`src/rtl/ifd_pkg.sv`:
```
// Package: frame constants, result type and helpers for the IMU frame deframer.
package ifd_pkg;

  localparam int FRAME_LEN    = 11;
  localparam int WINDOW_LEN   = FRAME_LEN - 1;
  localparam int FILL_BITS    = $clog2(WINDOW_LEN + 1);
  localparam int COUNTER_BITS = 32;
  localparam int REPORT_BITS  = 32;

  localparam logic [7:0] HEADER_BYTE = 8'h55;
  localparam logic [7:0] TYPE_ANGLE  = 8'h53;

  typedef logic [COUNTER_BITS-1:0] counter_t;

  typedef struct packed {
    logic [7:0]              frame_type;
    logic signed [15:0]      axis_x;
    logic signed [15:0]      axis_y;
    logic signed [15:0]      axis_z;
    logic [15:0]             extra_word;
    logic [REPORT_BITS-1:0]  frames_seen;
    logic [REPORT_BITS-1:0]  checksum_errors;
    logic [REPORT_BITS-1:0]  angle_frames_seen;
  } frame_t;

  function automatic logic [REPORT_BITS-1:0] report_count(input counter_t c);
    logic [63:0] wide;
    wide = 64'(c);
    return wide[REPORT_BITS-1:0];
  endfunction

endpackage

```
`src/rtl/ifd_byte_if.sv`:
```
// Interface: received byte channel.
interface ifd_byte_if;
  logic       valid;
  logic       ready;
  logic [7:0] rx_byte;

  modport source (output valid, output rx_byte, input ready);
  modport sink   (input valid, input rx_byte, output ready);
endinterface

```
`src/rtl/ifd_frame_if.sv`:
```
// Interface: decoded frame channel.
interface ifd_frame_if;
  import ifd_pkg::*;
  logic                   valid;
  logic                   ready;
  logic [7:0]             frame_type;
  logic signed [15:0]     axis_x;
  logic signed [15:0]     axis_y;
  logic signed [15:0]     axis_z;
  logic [15:0]            extra_word;
  logic [REPORT_BITS-1:0] frames_seen;
  logic [REPORT_BITS-1:0] checksum_errors;
  logic [REPORT_BITS-1:0] angle_frames_seen;

  modport source (output valid, output frame_type, output axis_x, output axis_y,
                  output axis_z, output extra_word, output frames_seen,
                  output checksum_errors, output angle_frames_seen, input ready);
  modport sink   (input valid, input frame_type, input axis_x, input axis_y,
                  input axis_z, input extra_word, input frames_seen,
                  input checksum_errors, input angle_frames_seen, output ready);
endinterface

```
`src/rtl/imu_frame_deframer.sv`:
```
// Top level: input register, frame window and result register of the IMU frame deframer.
//
// Takes one received byte per cycle while rx.ready is high and emits one transaction
// per valid 11-byte frame (header 0x55, 8-bit sum of the first ten bytes equal to the
// eleventh). A byte passes through the input register and is then checked against the
// ten-byte window; a frame completed by a byte is held in the result register until
// taken. Throughput is one byte per cycle, set by the single window update path;
// rx.ready drops only while both the input register and an untaken result are held.
module imu_frame_deframer (
  input logic        clk,
  input logic        rst,
  ifd_byte_if.sink   rx,
  ifd_frame_if.source frames
);
  import ifd_pkg::*;

  logic       in_full;
  logic [7:0] in_byte;
  logic       advance;
  logic       out_free;
  logic       hit;
  frame_t     frame;
  logic       out_valid;
  frame_t     out_frame;

  assign out_free = !out_valid || frames.ready;
  assign advance  = in_full && out_free;
  assign rx.ready = !in_full || advance;

  always_ff @(posedge clk) begin
    if (rst) begin
      in_full <= 1'b0;
    end else if (rx.ready) begin
      in_full <= rx.valid;
    end
  end

  always_ff @(posedge clk) begin
    if (rx.valid && rx.ready) in_byte <= rx.rx_byte;
  end

  ifd_window u_window (
    .clk     (clk),
    .rst     (rst),
    .advance (advance),
    .rx_byte (in_byte),
    .hit     (hit),
    .frame   (frame)
  );

  always_ff @(posedge clk) begin
    if (rst) begin
      out_valid <= 1'b0;
    end else if (out_free) begin
      out_valid <= advance && hit;
    end
  end

  always_ff @(posedge clk) begin
    if (advance && hit) out_frame <= frame;
  end

  assign frames.valid             = out_valid;
  assign frames.frame_type        = out_frame.frame_type;
  assign frames.axis_x            = out_frame.axis_x;
  assign frames.axis_y            = out_frame.axis_y;
  assign frames.axis_z            = out_frame.axis_z;
  assign frames.extra_word        = out_frame.extra_word;
  assign frames.frames_seen       = out_frame.frames_seen;
  assign frames.checksum_errors   = out_frame.checksum_errors;
  assign frames.angle_frames_seen = out_frame.angle_frames_seen;

endmodule

```
`src/rtl/ifd_window.sv`:
```
// Byte window, header and checksum check, frame counters.
module ifd_window (
  input  logic            clk,
  input  logic            rst,
  input  logic            advance,
  input  logic [7:0]      rx_byte,
  output logic            hit,
  output ifd_pkg::frame_t frame
);
  import ifd_pkg::*;

  logic [7:0]           window [WINDOW_LEN];
  logic [7:0]           window_next [WINDOW_LEN];
  logic [FILL_BITS-1:0] fill;
  logic [FILL_BITS-1:0] fill_next;
  counter_t             frame_counter;
  counter_t             frame_counter_next;
  counter_t             bad_sum_counter;
  counter_t             bad_sum_counter_next;
  counter_t             angle_counter;
  counter_t             angle_counter_next;

  logic [7:0] pair_sum [WINDOW_LEN/2];
  logic [7:0] sum;
  logic       full;
  logic       header_ok;
  logic       sum_ok;

  // pairwise adder tree over the ten leading bytes
  always_comb begin
    for (int i = 0; i < WINDOW_LEN / 2; i++) begin
      pair_sum[i] = window[2*i] + window[2*i+1];
    end
    sum = ((pair_sum[0] + pair_sum[1]) + (pair_sum[2] + pair_sum[3])) + pair_sum[4];
  end

  assign full      = (fill == FILL_BITS'(WINDOW_LEN));
  assign header_ok = (window[0] == HEADER_BYTE);
  assign sum_ok    = (sum == rx_byte);
  assign hit       = full && header_ok && sum_ok;

  always_comb begin
    window_next          = window;
    fill_next            = fill;
    frame_counter_next   = frame_counter;
    bad_sum_counter_next = bad_sum_counter;
    angle_counter_next   = angle_counter;
    if (!full) begin
      for (int i = 0; i < WINDOW_LEN; i++) begin
        if (fill == FILL_BITS'(i)) window_next[i] = rx_byte;
      end
      fill_next = fill + FILL_BITS'(1);
    end else if (hit) begin
      fill_next          = '0;
      frame_counter_next = frame_counter + counter_t'(1);
      if (window[1] == TYPE_ANGLE) angle_counter_next = angle_counter + counter_t'(1);
    end else begin
      // slide by one byte
      for (int i = 0; i < WINDOW_LEN - 1; i++) begin
        window_next[i] = window[i+1];
      end
      window_next[WINDOW_LEN-1] = rx_byte;
      if (header_ok) bad_sum_counter_next = bad_sum_counter + counter_t'(1);
    end
  end

  always_comb begin
    frame.frame_type        = window[1];
    frame.axis_x            = {window[5], window[4]};
    frame.axis_y            = {window[3], window[2]};
    frame.axis_z            = {window[7], window[6]};
    frame.extra_word        = {window[9], window[8]};
    frame.frames_seen       = report_count(frame_counter_next);
    frame.checksum_errors   = report_count(bad_sum_counter_next);
    frame.angle_frames_seen = report_count(angle_counter_next);
  end

  always_ff @(posedge clk) begin
    if (rst) begin
      fill            <= '0;
      frame_counter   <= '0;
      bad_sum_counter <= '0;
      angle_counter   <= '0;
    end else if (advance) begin
      fill            <= fill_next;
      frame_counter   <= frame_counter_next;
      bad_sum_counter <= bad_sum_counter_next;
      angle_counter   <= angle_counter_next;
    end
  end

  always_ff @(posedge clk) begin
    if (advance) window <= window_next;
  end

endmodule
```
`src/flat_wrapper.sv`:
```
// flat-port wrapper written by rule: the top's interface ports become plain ports
module imu_frame_deframer_flat import ifd_pkg::*;
  (clk, rst, rx_valid, rx_rx_byte, rx_ready, frames_valid, frames_frame_type, frames_axis_x, frames_axis_y, frames_axis_z, frames_extra_word, frames_frames_seen, frames_checksum_errors, frames_angle_frames_seen, frames_ready);
  ifd_byte_if rx_i ();
  ifd_frame_if frames_i ();
  input logic clk;
  input logic rst;
  input wire logic [$bits(rx_i.valid)-1:0] rx_valid;
  input wire logic [$bits(rx_i.rx_byte)-1:0] rx_rx_byte;
  output wire logic [$bits(rx_i.ready)-1:0] rx_ready;
  output wire logic [$bits(frames_i.valid)-1:0] frames_valid;
  output wire logic [$bits(frames_i.frame_type)-1:0] frames_frame_type;
  output wire logic [$bits(frames_i.axis_x)-1:0] frames_axis_x;
  output wire logic [$bits(frames_i.axis_y)-1:0] frames_axis_y;
  output wire logic [$bits(frames_i.axis_z)-1:0] frames_axis_z;
  output wire logic [$bits(frames_i.extra_word)-1:0] frames_extra_word;
  output wire logic [$bits(frames_i.frames_seen)-1:0] frames_frames_seen;
  output wire logic [$bits(frames_i.checksum_errors)-1:0] frames_checksum_errors;
  output wire logic [$bits(frames_i.angle_frames_seen)-1:0] frames_angle_frames_seen;
  input wire logic [$bits(frames_i.ready)-1:0] frames_ready;
  assign rx_i.valid = rx_valid;
  assign rx_i.rx_byte = rx_rx_byte;
  assign rx_ready = rx_i.ready;
  assign frames_valid = frames_i.valid;
  assign frames_frame_type = frames_i.frame_type;
  assign frames_axis_x = frames_i.axis_x;
  assign frames_axis_y = frames_i.axis_y;
  assign frames_axis_z = frames_i.axis_z;
  assign frames_extra_word = frames_i.extra_word;
  assign frames_frames_seen = frames_i.frames_seen;
  assign frames_checksum_errors = frames_i.checksum_errors;
  assign frames_angle_frames_seen = frames_i.angle_frames_seen;
  assign frames_i.ready = frames_ready;
  imu_frame_deframer u_core (.clk(clk), .rst(rst), .rx(rx_i), .frames(frames_i));
endmodule
```
`config.mk`:
```
export PLATFORM = sky130hd
export DESIGN_NAME = imu_frame_deframer_flat
export DESIGN_NICKNAME = d
export VERILOG_FILES = /design/src/rtl/ifd_pkg.sv /design/src/rtl/ifd_byte_if.sv /design/src/rtl/ifd_frame_if.sv /design/src/rtl/imu_frame_deframer.sv /design/src/rtl/ifd_window.sv /design/src/flat_wrapper.sv
export SDC_FILE = /design/constraint.sdc
export NUM_CORES = 1
export LEC_CHECK = 0
export BUFFER_PORTS_ARGS = -buffer_cell sky130_fd_sc_hd__buf_2
export CAP_MARGIN = 20
export CORE_ASPECT_RATIO = 0.75
export CORE_MARGIN = 5
export CORE_UTILIZATION = 60
export CTS_BUF_LIST = sky130_fd_sc_hd__clkbuf_2 sky130_fd_sc_hd__clkbuf_4 sky130_fd_sc_hd__clkbuf_8
export CTS_CLUSTER_DIAMETER = 30
export DETAILED_ROUTE_END_ITERATION = 8
export GPL_TIMING_DRIVEN = 0
export PLACE_DENSITY = 0.8
export SLEW_MARGIN = 20
export SYNTH_ARGS = -nofsm -noshare
export SYNTH_HDL_FRONTEND = slang
export SYNTH_SLANG_ARGS = --single-unit
```
`constraint.sdc`:
```
create_clock -name clk -period 18.8 [get_ports clk]
set_input_delay 1.88 -clock clk [delete_from_list [all_inputs] [get_ports clk]]
set_output_delay 1.88 -clock clk [all_outputs]
set_load 0.03 [all_outputs]
```
# --- Yosys cells after proc, flatten, opt, wreduce, memory -nomap -nowiden ---
# Index checks and enable logic that the tools add are counted.
classes:
  n_addsub: 13
  n_eq_ne: 15
  mux: 22
  reduce_logical: 31
ops:
  columns: ["op", "count"]
  rows:
  - ["32-bit two-way mux", 8]
  - ["80-bit two-way mux", 2]
  - ["32-bit by 1-bit adder with 32-bit output (second input constant)", 3]
  - ["8-bit two-way mux", 10]
  - ["8-bit adder", 9]
  - ["3-bit AND reduction", 10]
  - ["2-bit nonzero test", 10]
  - ["4-bit by 3-bit == test with 1-bit output (second input constant)", 4]
  - ["8-bit by 7-bit == test with 1-bit output (second input constant)", 2]
  - ["4-bit == test (second input constant)", 3]
  - ["4-bit by 2-bit == test with 1-bit output (second input constant)", 2]
  - ["8-bit == test", 1]
  - ["4-bit two-way mux", 2]
  - ["1-bit logical AND", 5]
  - ["4-bit by 1-bit adder with 4-bit output (second input constant)", 1]
  - ["4-bit by 1-bit == test with 1-bit output (second input constant)", 1]
  - ["4-bit logical NOT", 1]
  - ["1-bit logical NOT", 2]
  - ["1-bit logical OR", 2]
  - ["2-bit by 1-bit != test with 1-bit output (second input constant)", 1]
  - ["2-bit != test (second input constant)", 1]
  - ["2-bit AND reduction", 1]
totals:
  reg_bits: 358
  inputBits: 12
  output_inout_bits: 170
  wordCells: 106

# --- Logic depth before layout (Yosys ltp) ---
# Gate-level depths: netlist (run 1).
depth:
  word_depth: 8
  depth_mapped: 22
  ltp_nobuf: 20

# --- Modules after synthesis ---
# Synthesis (run 1) repeated with hierarchy kept, for this count alone.
unflattened:
  hier_cells: 1542
  hier_area_um2: 17375.4
by_module_without_submodules:
  columns: ["module", "n_inst", "cells_per_inst", "area_each_um2", "seq_area_each_um2"]
  rows:
  - ["ifd_window", 1, 1355, 11987.7, 4404.2]
  - ["imu_frame_deframer", 1, 187, 5387.7, 5325.1]

# --- Worst setup path after synthesis (run 1) ---
# OpenSTA, ideal clock, no wires.
synth_path:
  path_type: "reg-to-reg"
  start: "reg u_core.u_window.window, in the netlist u_core.u_window.frame[98]"
  end: "reg u_core.out_frame, in the netlist u_core.frames.angle_frames_seen[0] (enable)"
  t_arrival_ns: 16.329
  t_required_ns: 17.899
  setup_slack_ns: 1.570
  path_stages_with_launch: 18
  path_buffers: 2
  synth_period_minus_slack_ns: 17.230
  path_cell_list: "edfxtp_1 > fa_1 > inv_1 > fa_1 > fa_1 > fa_1 > inv_1 > fa_1 > inv_1 > fa_1 > nand3b_1 > nand2_1 > a31oi_1 > xnor2_1 > clkbuf_1 > nand3_1 > clkbuf_1 > nor3_1"
synth_via:
  elab_chain_cells: 5
synth_lines:
  columns: ["item", "line_no", "rtl"]
  rows:
  - ["start, declared", "ifd_window.sv:12", "logic [7:0] window [WINDOW_LEN];"]
  - ["start signal, assigned", "ifd_window.sv:93", "if (advance) window <= window_next;"]
  - ["8-bit adder", "ifd_window.sv:32", "pair_sum[i] = window[2*i] + window[2*i+1];"]
  - ["8-bit adder", "ifd_window.sv:34", "sum = ((pair_sum[0] + pair_sum[1]) + (pair_sum[2] + pair_sum[3])) + pair_sum[4];"]
  - ["8-bit == test", "ifd_window.sv:39", "assign sum_ok = (sum == rx_byte);"]
  - ["1-bit logical AND", "ifd_window.sv:40", "assign hit = full && header_ok && sum_ok;"]
  - ["1-bit logical AND", "imu_frame_deframer.sv:60", "if (advance && hit) out_frame <= frame;"]
  - ["end signal, assigned", "imu_frame_deframer.sv:60", null]
  - ["end, declared", "imu_frame_deframer.sv:24", "frame_t out_frame;"]
# Every way passes these cells.
# A chain may end at the register's enable or synchronous reset.

# --- Worst setup path in the final report (run 1) ---
layout_path:
  start: "reg u_core.u_window.window, in the netlist u_core.u_window.frame[98]"
  end: "reg u_core.out_frame, in the netlist u_core.frames.axis_y[4] (enable)"
# Same word-level chain as after synthesis.

==> flow_summary.json, run 1 <==
{
  "clockPowerShare_pct": 43.4,
  "yosysUniqueCellTypes": 54,
  "hold_path.class": "flip-flop to flip-flop",
  "dpl.cell_count": 2016,
  "n_fill_cell": 1886,
  "pwr-share-comb_pct": 7.0,
  "detail_route.iter0.violations": 1320,
  "min_period_ns": 8.18,
  "skew_ns": 0.0437,
  "routedWlPerCell_um": 21.2,
  "grt_usage_pct": 28.3,
  "crit_type": "flip-flop to flip-flop",
  "drv_cap": 0,
  "holdPathStages": 0,
  "p_leak_nw": 7.64,
  "slew_viol_final": 0,
  "critPathMaxFanout": 13,
  "switching_power_mw": 0.418,
  "antenna_found_initial": 0,
  "cts_setup_buffers": 0,
  "grt_pass1_wl_um": 69600,
  "syn-num-nets": 1535,
  "clockBufferDepth": 3,
  "cts.clk_slew.worst_paths_ns": 0.07,
  "n_antenna_cell": 0,
  "yosys.area.top_type": "edfxtp_1",
  "setup_violations": 0,
  "r2r_slack_ns": 10.62,
  "cts_tree": "yes",
  "ant_nets": 0,
  "cts_root_buf": "clkbuf_8",
  "gr-total-overflow": 0,
  "syn_area_per_cell_um2": 11.4,
  "yosys_warnings": 0,
  "grt_max_degree": 16,
  "maxSlewHeadroom_pct": 19.5,
  "routed_wl_um": 45000,
  "die_w_um": 202,
  "required_ns": 19.12,
  "num-nets-final": 1802,
  "end_kind": "flip-flop",
  "seq_area_frac_synth_pct": 58.4,
  "grt_pass1_vias": 12400,
  "cts_buffers": 59,
  "start_util_pct": 61.3,
  "p_sw_share_pct": 24.5,
  "syn2layout_area_growth_pct": 17.5,
  "final_cells": 2128,
  "synth_seq_cells": 358,
  "vias": 12800,
  "netlist_area_um2": 16700,
  "clkLatencyLatePin_ns": 0.62,
  "routed_via_density": 6.02,
  "holdBufCountCts": 0,
  "final_common_cell": "edfxtp_1",
  "hpwl_um": 31900,
  "core_region_area_um2": 27200,
  "htreeDepth": 2,
  "ff2ff_path_depth": 22,
  "grt_setup_unrepaired": "no",
  "fmaxAchievable_ghz": 0.122,
  "cp_data_arrival_time_ns": 8.51,
  "rr_startpoint": "u_core.u_window.frame[98]",
  "pin_count": 182,
  "whs_ns": 0.456,
  "layout_common_cells": "edfxtp_1, nand2_1, buf_2",
  "die_h_um": 154,
  "yosys-top-cells-area": "edfxtp_1, dfxtp_1, fa_1, nand2_1, xnor2_1",
  "power.total_mw": 1.71,
  "gp_congestion": 0.923,
  "p_int_mw": 1.29,
  "drive_above_1_share_pct": 19.4,
  "io_buffers": 181,
  "fin_crit_sh_pct": 43.5,
  "seqPwrFrac_pct": 49.7,
  "synth_edf_count": 256,
  "crit_end": "u_core.frames.axis_y[4]",
  "synth_top_area_share_pct": 46.1,
  "drc": 0,
  "r2r-end": "u_core.frames.axis_y[4]",
  "status": "complete, no violations",
  "ys.flop_type": "edfxtp_1",
  "cp-startpoint": "u_core.u_window.frame[98]",
  "async_flop_share_pct": 0,
  "cts.sinks": 358,
  "powerDensity_nw_per_um2": 87.2,
  "synthCells": 1459,
  "final-hold-violation-count": 0,
  "ir_worst_vdd_v": 0.0000531,
  "rows": 52,
  "die-area_um2": 31200,
  "cts_resized": 0,
  "dr.pass1.iters": 6,
  "critPathLaunchType": "flip-flop",
  "tightest_slew_ns": 1.21
}
## how the worst min path moves through the flow
stage / start / endpoint / slack [ns]
global placement: u_core.u_window.frame[96] / u_core.frames.extra_word[0] / 0.45
CTS: u_core.u_window.frame[96] / u_core.frames.extra_word[0] / 0.45
detailed placement: u_core.u_window.frame[96] / u_core.frames.extra_word[0] / 0.45
global route: u_core.u_window.frame[96] / u_core.frames.extra_word[0] / 0.46
finish: u_core.u_window.frame[96] / u_core.frames.extra_word[0] / 0.46
floorplan: u_core.u_window.frame[112] / u_core.frames.axis_z[0] / 0.43
## synth_stat cells, drive strengths merged (2+ instances only)
library cell    n
a21oi          83
and4bb          3
fa             50
and3           21
mux2i           3
nand4bb         2
nand4          27
nand2b          4
or4            29
buf             3
o41ai           4
dfxtp         102
and2            8
nor3           40
o21ai          52
or3            50
mux2            5
ha             14
nand3b          6
clkbuf         53
a31oi           2
or4b            2
xnor2          71
nor2           85
o211ai          6
nand2         224
or2             3
o31ai          26
xor2           71
inv            58
nor2b          11
nand3          56
and4            5
edfxtp        256
o2111ai         2
nor4           12
## kinds of logic after synthesis
logic type                 share of synthesized area [%]
and+or+nand+nor                                     17.7
xor gates and xnor gates                            7.60
AOI/OAI and AO/OA                                   6.08
DFF                                                 58.4
muxes                                              0.518
buffers and inverters                               2.62
adders and majority gates                           7.06
## registers in the layout, indices dropped and copies added (netlist names), 4 cells and up
signal and count:
u_core.u_window.bad_sum_counter 32, u_core.frames.axis_z 16, u_core.frames.extra_word 16, u_core.u_window.frame_counter 32
u_core.u_window.angle_counter 32, u_core.frames.frame_type 8, u_core.u_window.frame 72, u_core.frames.checksum_errors 32
u_core.in_byte 8, u_core.frames.angle_frames_seen 32, u_core.u_window.fill 4, u_core.frames.axis_x 16
u_core.frames.frames_seen 32, u_core.u_window.window 8, u_core.frames.axis_y 16
## power groups by stage
stage,clock network [mW],logic [mW],registers (mW)
2_1_floorplan,0,0.0783,0.863
4_1_cts,0.748,0.114,0.848
3_5_place_dp,0,0.112,0.865
5_1_grt,0.790,0.126,0.848
3_3_place_gp,0,0.108,0.865
6_report,0.740,0.119,0.848
## per-stage QoR
stage	setup slack (ns)	area [µm²]	setup TNS, ns	util, %
floorplan	1.57	16700	0	-
global placement	-3.35	18000	-562.00	66.2
detailed placement	10.78	18300	0	67.2
CTS	10.74	19600	0	72.0
global route	10.25	19600	0	72.0
finish	10.62	19600	0	72.0
## layer usage
| layer | part of all wire (%) | global-route usage, % | vias to the layer above |
|---|---|---|---|
| li1 | - | - | 5755 |
| met1 | 41 | 40.0 | 6187 |
| met2 | 46 | 44.5 | 758 |
| met3 | 10 | 5.76 | 107 |
| met4 | 3.0 | 9.56 | 0 |
| met5 | 0 | 0 | - |
## critical path, stage by stage (launching register included)
cell and delay (ns):
edfxtp_1 0.46, fa_1 0.58, inv_1 0.06, fa_1 0.52, fa_1 0.55, fa_1 0.56, inv_1 0.06, fa_1 0.54
inv_1 0.07, fa_1 0.44, xnor2_1 0.20, xnor2_1 0.14, nand4_1 0.17, nor3_1 0.57, nand3_1 0.58, clkbuf_1 0.49
nor3_2 0.60, buf_6 0.23, buf_6 0.16, buf_4 0.21, buf_4 0.23, buf_4 0.22, buf_4 0.23
## area by class of cell
cell class                      instances  area (µm²)  area share [%]
Buffer                                 56         219            1.12
Clock inverter                         31         293            1.50
Tap cell                              351         439            2.24
Timing Repair Buffer                  206        1130            5.78
Sequential cell                       358        9730            49.7
Inverter                               58         218            1.11
Clock buffer                           81        1010            5.15
Multi-Input combinational cell        987        6550            33.4
Power figures use the tool's default switching activity.
==> run 2: changes to the inputs <==
CORE_UTILIZATION = 55   (was 60)
PLACE_DENSITY = 0.77   (was 0.8)
clock period = 6.67 ns   (was 18.8 ns; I/O delays follow)
==> run 2 against run 1 <==
- count of clock-buffer cells in the layout increased by 7
- sequential power increased to 2.8 times the previous value
- total power increased to 3.0 times the previous value
- register-to-register slack got worse by 10 ns
- largest power group unchanged
- highest routed layer is now met5
==> flow_summary.json, run 2 (same netlist as run 1, synthesis figures left out) <==
{
  "wl_met1_um": 19700,
  "gp_congestion": 0.935,
  "holdBufCountCts": 0,
  "num-nets-final": 1808,
  "powerDensity_nw_per_um2": 255,
  "fin_crit_sh_pct": 95.4,
  "hpwl_um": 32100,
  "grt_max_degree": 19,
  "clkLatencyLatePin_ns": 0.59,
  "gr-total-overflow": 0,
  "ff2ff_path_depth": 19,
  "slew_viol_final": 0,
  "dr.pass1.iters": 6,
  "tightest_slew_ns": 1.04,
  "drc": 0,
  "start_util_pct": 55.5,
  "skew_ns": 0.0286,
  "hp-start": "rx_rx_byte[6]",
  "critPathMaxFanout": 18,
  "p_sw_share_pct": 24.2,
  "multi_input_comb_area_um2": 6680,
  "cts_tree": "yes",
  "setup_violations": 0,
  "tns_ns": 0,
  "pwr-share-comb_pct": 7.4,
  "status": "complete, no violations",
  "routed_wl_um": 44600,
  "ir_worst_vdd_v": 0.000151,
  "largest_register_ffs": 72,
  "min_period_ns": 6.36,
  "final_common_cell": "edfxtp_1",
  "r2r-end": "u_core.frames.axis_x[5]",
  "routed_via_density": 5.78,
  "clockBufferDepth": 3,
  "hold_path.class": "input pin to flip-flop",
  "grt_pass1_wl_um": 69100,
  "cp_data_arrival_time_ns": 6.64,
  "dpl.cell_count": 2060,
  "antenna_found_initial": 3,
  "whs_ns": 0.251,
  "r2r_slack_ns": 0.31,
  "final-hold-violation-count": 0,
  "grt_usage_pct": 26.1,
  "final_cells": 2185,
  "cts_buffers": 68,
  "holdPathStages": 1,
  "grt_pass1_vias": 12100,
  "detail_route.iter0.violations": 1327,
  "cts.sinks": 358,
  "vias": 12600,
  "cts_root_buf": "clkbuf_8",
  "die_w_um": 211,
  "grt_setup_unrepaired": "no",
  "syn2layout_area_growth_pct": 20.3,
  "top_layer": "met5",
  "switching_power_mw": 1.24,
  "fmaxAchievable_ghz": 0.157,
  "critPathLaunchType": "flip-flop",
  "pin_count": 182,
  "wl_met2_um": 18900,
  "core_region_area_um2": 30000,
  "clockPowerShare_pct": 45.8,
  "drv_cap": 0,
  "n_fill_cell": 2302,
  "routedWlPerCell_um": 20.4,
  "maxSlewHeadroom_pct": 30.4,
  "drive_above_1_share_pct": 21.3,
  "rows": 55,
  "io_buffers": 181,
  "holdPathEnd": "u_core.in_byte[6]",
  "required_ns": 6.95,
  "layout_common_cells": "edfxtp_1, nand2_1, buf_2",
  "ant_nets": 0,
  "end_kind": "flip-flop",
  "cts.clk_slew.worst_paths_ns": 0.06,
  "rr_startpoint": "u_core.u_window.frame[162]",
  "htreeDepth": 3,
  "p_int_mw": 3.87,
  "regArea_um2": 9730,
  "wl_met3_um": 4690,
  "p_leak_nw": 7.80,
  "die_h_um": 161,
  "seqPwrFrac_pct": 46.8,
  "crit_type": "flip-flop to flip-flop",
  "die-area_um2": 33900
}
run 2: changes by cell type in the layout (fill, tap and decap cells not counted), sizes merged:
cell / delta
inv: -1
clkbuf: +7
clkinv: +2
clkinvlp: +1
diode: +1
buf: -3
bufinv: +2
run 2: power by group through the flow:
| stage | clock [mW] | sequential, mW | combinational (mW) |
|---|---|---|---|
| floorplan | 0 | 2.43 | 0.266 |
| global placement | 0 | 2.44 | 0.349 |
| detailed placement | 0 | 2.44 | 0.363 |
| CTS | 2.37 | 2.39 | 0.366 |
| global route | 2.49 | 2.39 | 0.409 |
| finish | 2.34 | 2.39 | 0.380 |
run 2: metal layers:
metal / vias to the layer above / track usage, %
met4: 4 / 8.22
met3: 108 / 7.87
li1: 5757 / -
met5: - / 0
met1: 6148 / 38.7
met2: 618 / 37.2
run 2: worst max-delay path, cell delays in order (launching register included):
cell and delay, ns:
edfxtp_1 0.51, fa_1 0.53, inv_1 0.05, fa_1 0.47, fa_1 0.50, fa_1 0.50
inv_1 0.05, fa_1 0.53, inv_2 0.05, fa_2 0.52, xor2_1 0.16, nand4_1 0.25
nor3_4 0.35, nand3_4 0.22, clkbuf_8 0.26, nor3_4 0.32, buf_8 0.21, buf_8 0.17
buf_8 0.19, buf_8 0.20
run 2: worst max-delay path by stage:
stage / slack, ns / end / from / cells after the start
floorplan: -2.21 / u_core.frames.angle_frames_seen[0] / u_core.u_window.frame[138] / 17
global placement: -4.22 / u_core.frames.angle_frames_seen[2] / u_core.u_window.frame[99] / 15
detailed placement: -0.03 / u_core.frames.checksum_errors[25] / u_core.u_window.frame[99] / 18
CTS: 0.07 / u_core.frames.angle_frames_seen[11] / u_core.u_window.frame[99] / 17
global route: 0.07 / u_core.frames.axis_x[5] / u_core.u_window.frame[99] / 19
finish: 0.31 / u_core.frames.axis_x[5] / u_core.u_window.frame[162] / 19
run 2: what timing repair did:
| action | 4_1_cts | 5_1_grt |
|---|---|---|
| setup endpoints to repair | 10 | 152 |
| buffers inserted | 0 | 0 |
| gates resized for setup | 1 | 19 |
run 2: through the flow:
step	cell area [µm²]	total power [mW]	util (%)	setup WS [ns]
6_report	20000	5.11	66.8	0.310
5_1_grt	20000	5.29	66.8	0.0722
4_1_cts	20000	5.12	66.6	0.0683
3_5_place_dp	18500	2.80	61.6	-0.0309
3_3_place_gp	18200	2.79	60.6	-4.22
2_1_floorplan	16800	2.70	-	-2.21
run 2: layout make-up:
cell class	instances	area share, %
inverter	58	1.09
sequential	358	48.5
clock inverter	35	1.77
multi-input combinational	987	33.3
antenna	1	0.0125
buffer	56	1.20
clock buffer	88	5.70
timing repair buffer	203	5.86
tap	399	2.49
==> run 3: changes to the inputs <==
ABC_AREA = 1   (was unset)
SLEW_MARGIN = unset   (was 20)
==> run 3 against run 2 <==
- clock skew fell by 0.0071 ns
- core utilization down 1.3 points
- setup slack got worse by 0.15 ns
- hold slack improved by 0.010 ns
- non-clock buffer count shrank 17
- register-to-register slack worse by 0.15 ns
- fmax down 2.3%
- wire length increased by 5.7%
- area after synthesis increased by 4.3%
- critical endpoint is now u_core.u_window.frame[160]
==> flow_summary.json, run 3 <==
{
  "cts_buffers": 68,
  "cts.clk_slew.worst_paths_ns": 0.06,
  "vias": 14000,
  "drive_above_1_share_pct": 16.2,
  "cts_tree": "yes",
  "num-nets-final": 2194,
  "pre_cts_ws_ns": -0.0109,
  "cp_data_arrival_time_ns": 6.78,
  "cp_num_cells": 20,
  "slew_viol_final": 0,
  "detail_route.iter0.violations": 1859,
  "yosysUniqueCellTypes": 41,
  "netlist_area_um2": 17400,
  "maxSlewHeadroom_pct": 28.7,
  "cts_root_buf": "clkbuf_8",
  "synth_seq_cells": 358,
  "syn-num-nets": 1930,
  "final_common_cell": "nand2_1",
  "regArea_um2": 9730,
  "slowest_stage": "a21oi_1",
  "pin_count": 182,
  "grt_usage_pct": 26.6,
  "drv_cap": 0,
  "path_common_cell": "fa_1",
  "io_buffers": 180,
  "final-hold-violation-count": 0,
  "cp_top_family": "adder cells",
  "yosys-top-cells-area": "edfxtp_1, dfxtp_1, nand2_1, inv_1, fa_1",
  "final_area_um2": 20500,
  "routed_wl_um": 47100,
  "routedWlPerCell_um": 18.3,
  "hpwl_um": 35100,
  "syn_area_per_cell_um2": 9.38,
  "yosys.area.top_type": "edfxtp_1",
  "async_flop_share_pct": 0,
  "seq_area_frac_synth_pct": 56.0,
  "crit_type": "flip-flop to flip-flop",
  "fin_crit_sh_pct": 97.6,
  "largest_register_ffs": 72,
  "drc": 0,
  "die_h_um": 164,
  "powerDensity_nw_per_um2": 248,
  "synthCells": 1854,
  "routed_via_density": 5.45,
  "core_region_area_um2": 31300,
  "status": "complete, no violations",
  "cts.sinks": 358,
  "ir_worst_vdd_v": 0.000165,
  "crit_end": "u_core.u_window.frame[160]",
  "htreeDepth": 3,
  "gr-total-overflow": 0,
  "yosys_warnings": 0,
  "multi_input_comb_area_um2": 6260,
  "grt_max_degree": 38,
  "path_buf_inv": 5,
  "die-area_um2": 35300,
  "clockBufferDepth": 3,
  "grt_pass1_wl_um": 73400,
  "die_w_um": 215,
  "critPathLaunchType": "flip-flop",
  "gp_congestion": 0.987,
  "r2r_slack_ns": 0.16,
  "antenna_found_initial": 0,
  "skew_ns": 0.0216,
  "p_leak_nw": 8.83,
  "tightest_slew_ns": 1.06,
  "required_ns": 6.94,
  "n_fill_cell": 2456,
  "layout_common_cells": "nand2_1, inv_1, edfxtp_1",
  "start_util_pct": 55.6,
  "rows": 56,
  "fmaxAchievable_ghz": 0.154,
  "critPathMaxFanout": 10,
  "synth_edf_count": 256,
  "grt_setup_unrepaired": "yes",
  "final_util_pct": 65.5,
  "grt_pass1_vias": 13500,
  "clkLatencyLatePin_ns": 0.58,
  "dpl_cell_area_um2": 19000,
  "hold_path.class": "input pin to flip-flop",
  "r2r-end": "u_core.u_window.frame[160]",
  "tns_ns": 0,
  "dr.pass1.iters": 6,
  "end_kind": "flip-flop",
  "slowest_delay_ns": 0.57,
  "setup_violations": 0,
  "n_antenna_cell": 0,
  "ff2ff_path_depth": 20,
  "syn2layout_area_growth_pct": 17.8,
  "cp-startpoint": "u_core.u_window.frame[108]",
  "crit_chain": "fa_1 > inv_1 > fa_1 > fa_1 > fa_1 > inv_1 > fa_1 > ha_1 > a21oi_2 > o21ai_0 > nor2b_1 > nand3_1 > nand2_1 > nand3_1 > nand4_4 > buf_8 > buf_6 > nand2_1 > a21oi_1 > buf_4",
  "yosysMostFrequentCell": "nand2_1",
  "min_period_ns": 6.51,
  "rr_startpoint": "u_core.u_window.frame[108]",
  "finalWorstSetupSlack_ns": 0.158,
  "ys.flop_type": "edfxtp_1",
  "synth_top_area_share_pct": 44.2,
  "ant_nets": 0,
  "synth_common_cells": "nand2_1, inv_1, edfxtp_1, nand3_1, dfxtp_1"
}
-- run 3: worst min path at each step --
stage,from,endpoint,cells after the start
floorplan,u_core.u_window.frame[112],u_core.frames.axis_z[0],0
global placement,u_core.u_window.frame[96],u_core.frames.extra_word[0],0
detailed placement,u_core.u_window.frame[96],u_core.frames.extra_word[0],0
CTS,rx_rx_byte[5],u_core.in_byte[5],1
global route,rx_rx_byte[1],u_core.in_byte[1],1
finish,rx_rx_byte[5],u_core.in_byte[5],1
-- run 3: repair_timing --
action,in CTS,in global routing
buffers inserted,1,0
gates resized for setup,0,4
pin swaps,1,0
endpoints found under the setup margin,1,28
hold buffers,0,0
endpoints found under the hold margin,0,0
gates cloned,0,0
-- run 3: stage by stage --
stage	hold slack [ns]	power, mW	cells
after floorplan	0.426	2.76	1854
after global placement	0.443	2.85	2440
after detailed placement	0.450	2.86	2451
after CTS	0.232	5.09	2572
after global routing	0.231	5.28	2574
final	0.261	5.07	2574
-- run 3: area by class of cell --
type / instances / area share, %
buffer: 48 / 1.01
clock buffer: 88 / 5.58
clock inverter: 32 / 1.43
inverter: 327 / 5.99
multi-input combinational: 1121 / 30.6
sequential: 358 / 47.5
tap: 406 / 2.48
timing repair buffer: 194 / 5.44
-- run 3: layer usage --
layer  vias to the layer above  routed length, µm  track usage, %  share of wire, %
met3                        92               5220            5.45                11
li1                       6573                  -               -                 -
met1                      6627              20800            40.4                44
met2                       748              19800            38.7                42
met4                         0               1290            8.64               2.7
met5                         -                  0               0                 0
-- run 3: where the power goes --
group / leakage, nW / internal [mW] / switching (mW) / total, mW
registers: 3.17 / 2.42 / 0.0470 / 2.47
logic: 4.95 / 0.116 / 0.248 / 0.364
clock network: 0.710 / 1.29 / 0.952 / 2.24
-- run 3: logic make-up after synthesis --
kind of cell	synth area share, %
AO/OA/AOI/OAI	6.15
XOR/XNOR	2.97
adder cells (fa/ha/maj)	6.76
buffers and inverters	8.23
flip-flops	56.0
AND/OR/NAND/NOR	19.9
-- run 3: worst reg2reg max path: stages (launching register included) --
cell and delay [ns]:
edfxtp_1 0.46, fa_1 0.54, inv_1 0.05, fa_1 0.53, fa_1 0.52, fa_1 0.56, inv_1 0.06, fa_1 0.45
ha_1 0.39, a21oi_2 0.23, o21ai_0 0.11, nor2b_1 0.26, nand3_1 0.11, nand2_1 0.10, nand3_1 0.14, nand4_4 0.21
buf_8 0.20, buf_6 0.18, nand2_1 0.26, a21oi_1 0.57, buf_4 0.28
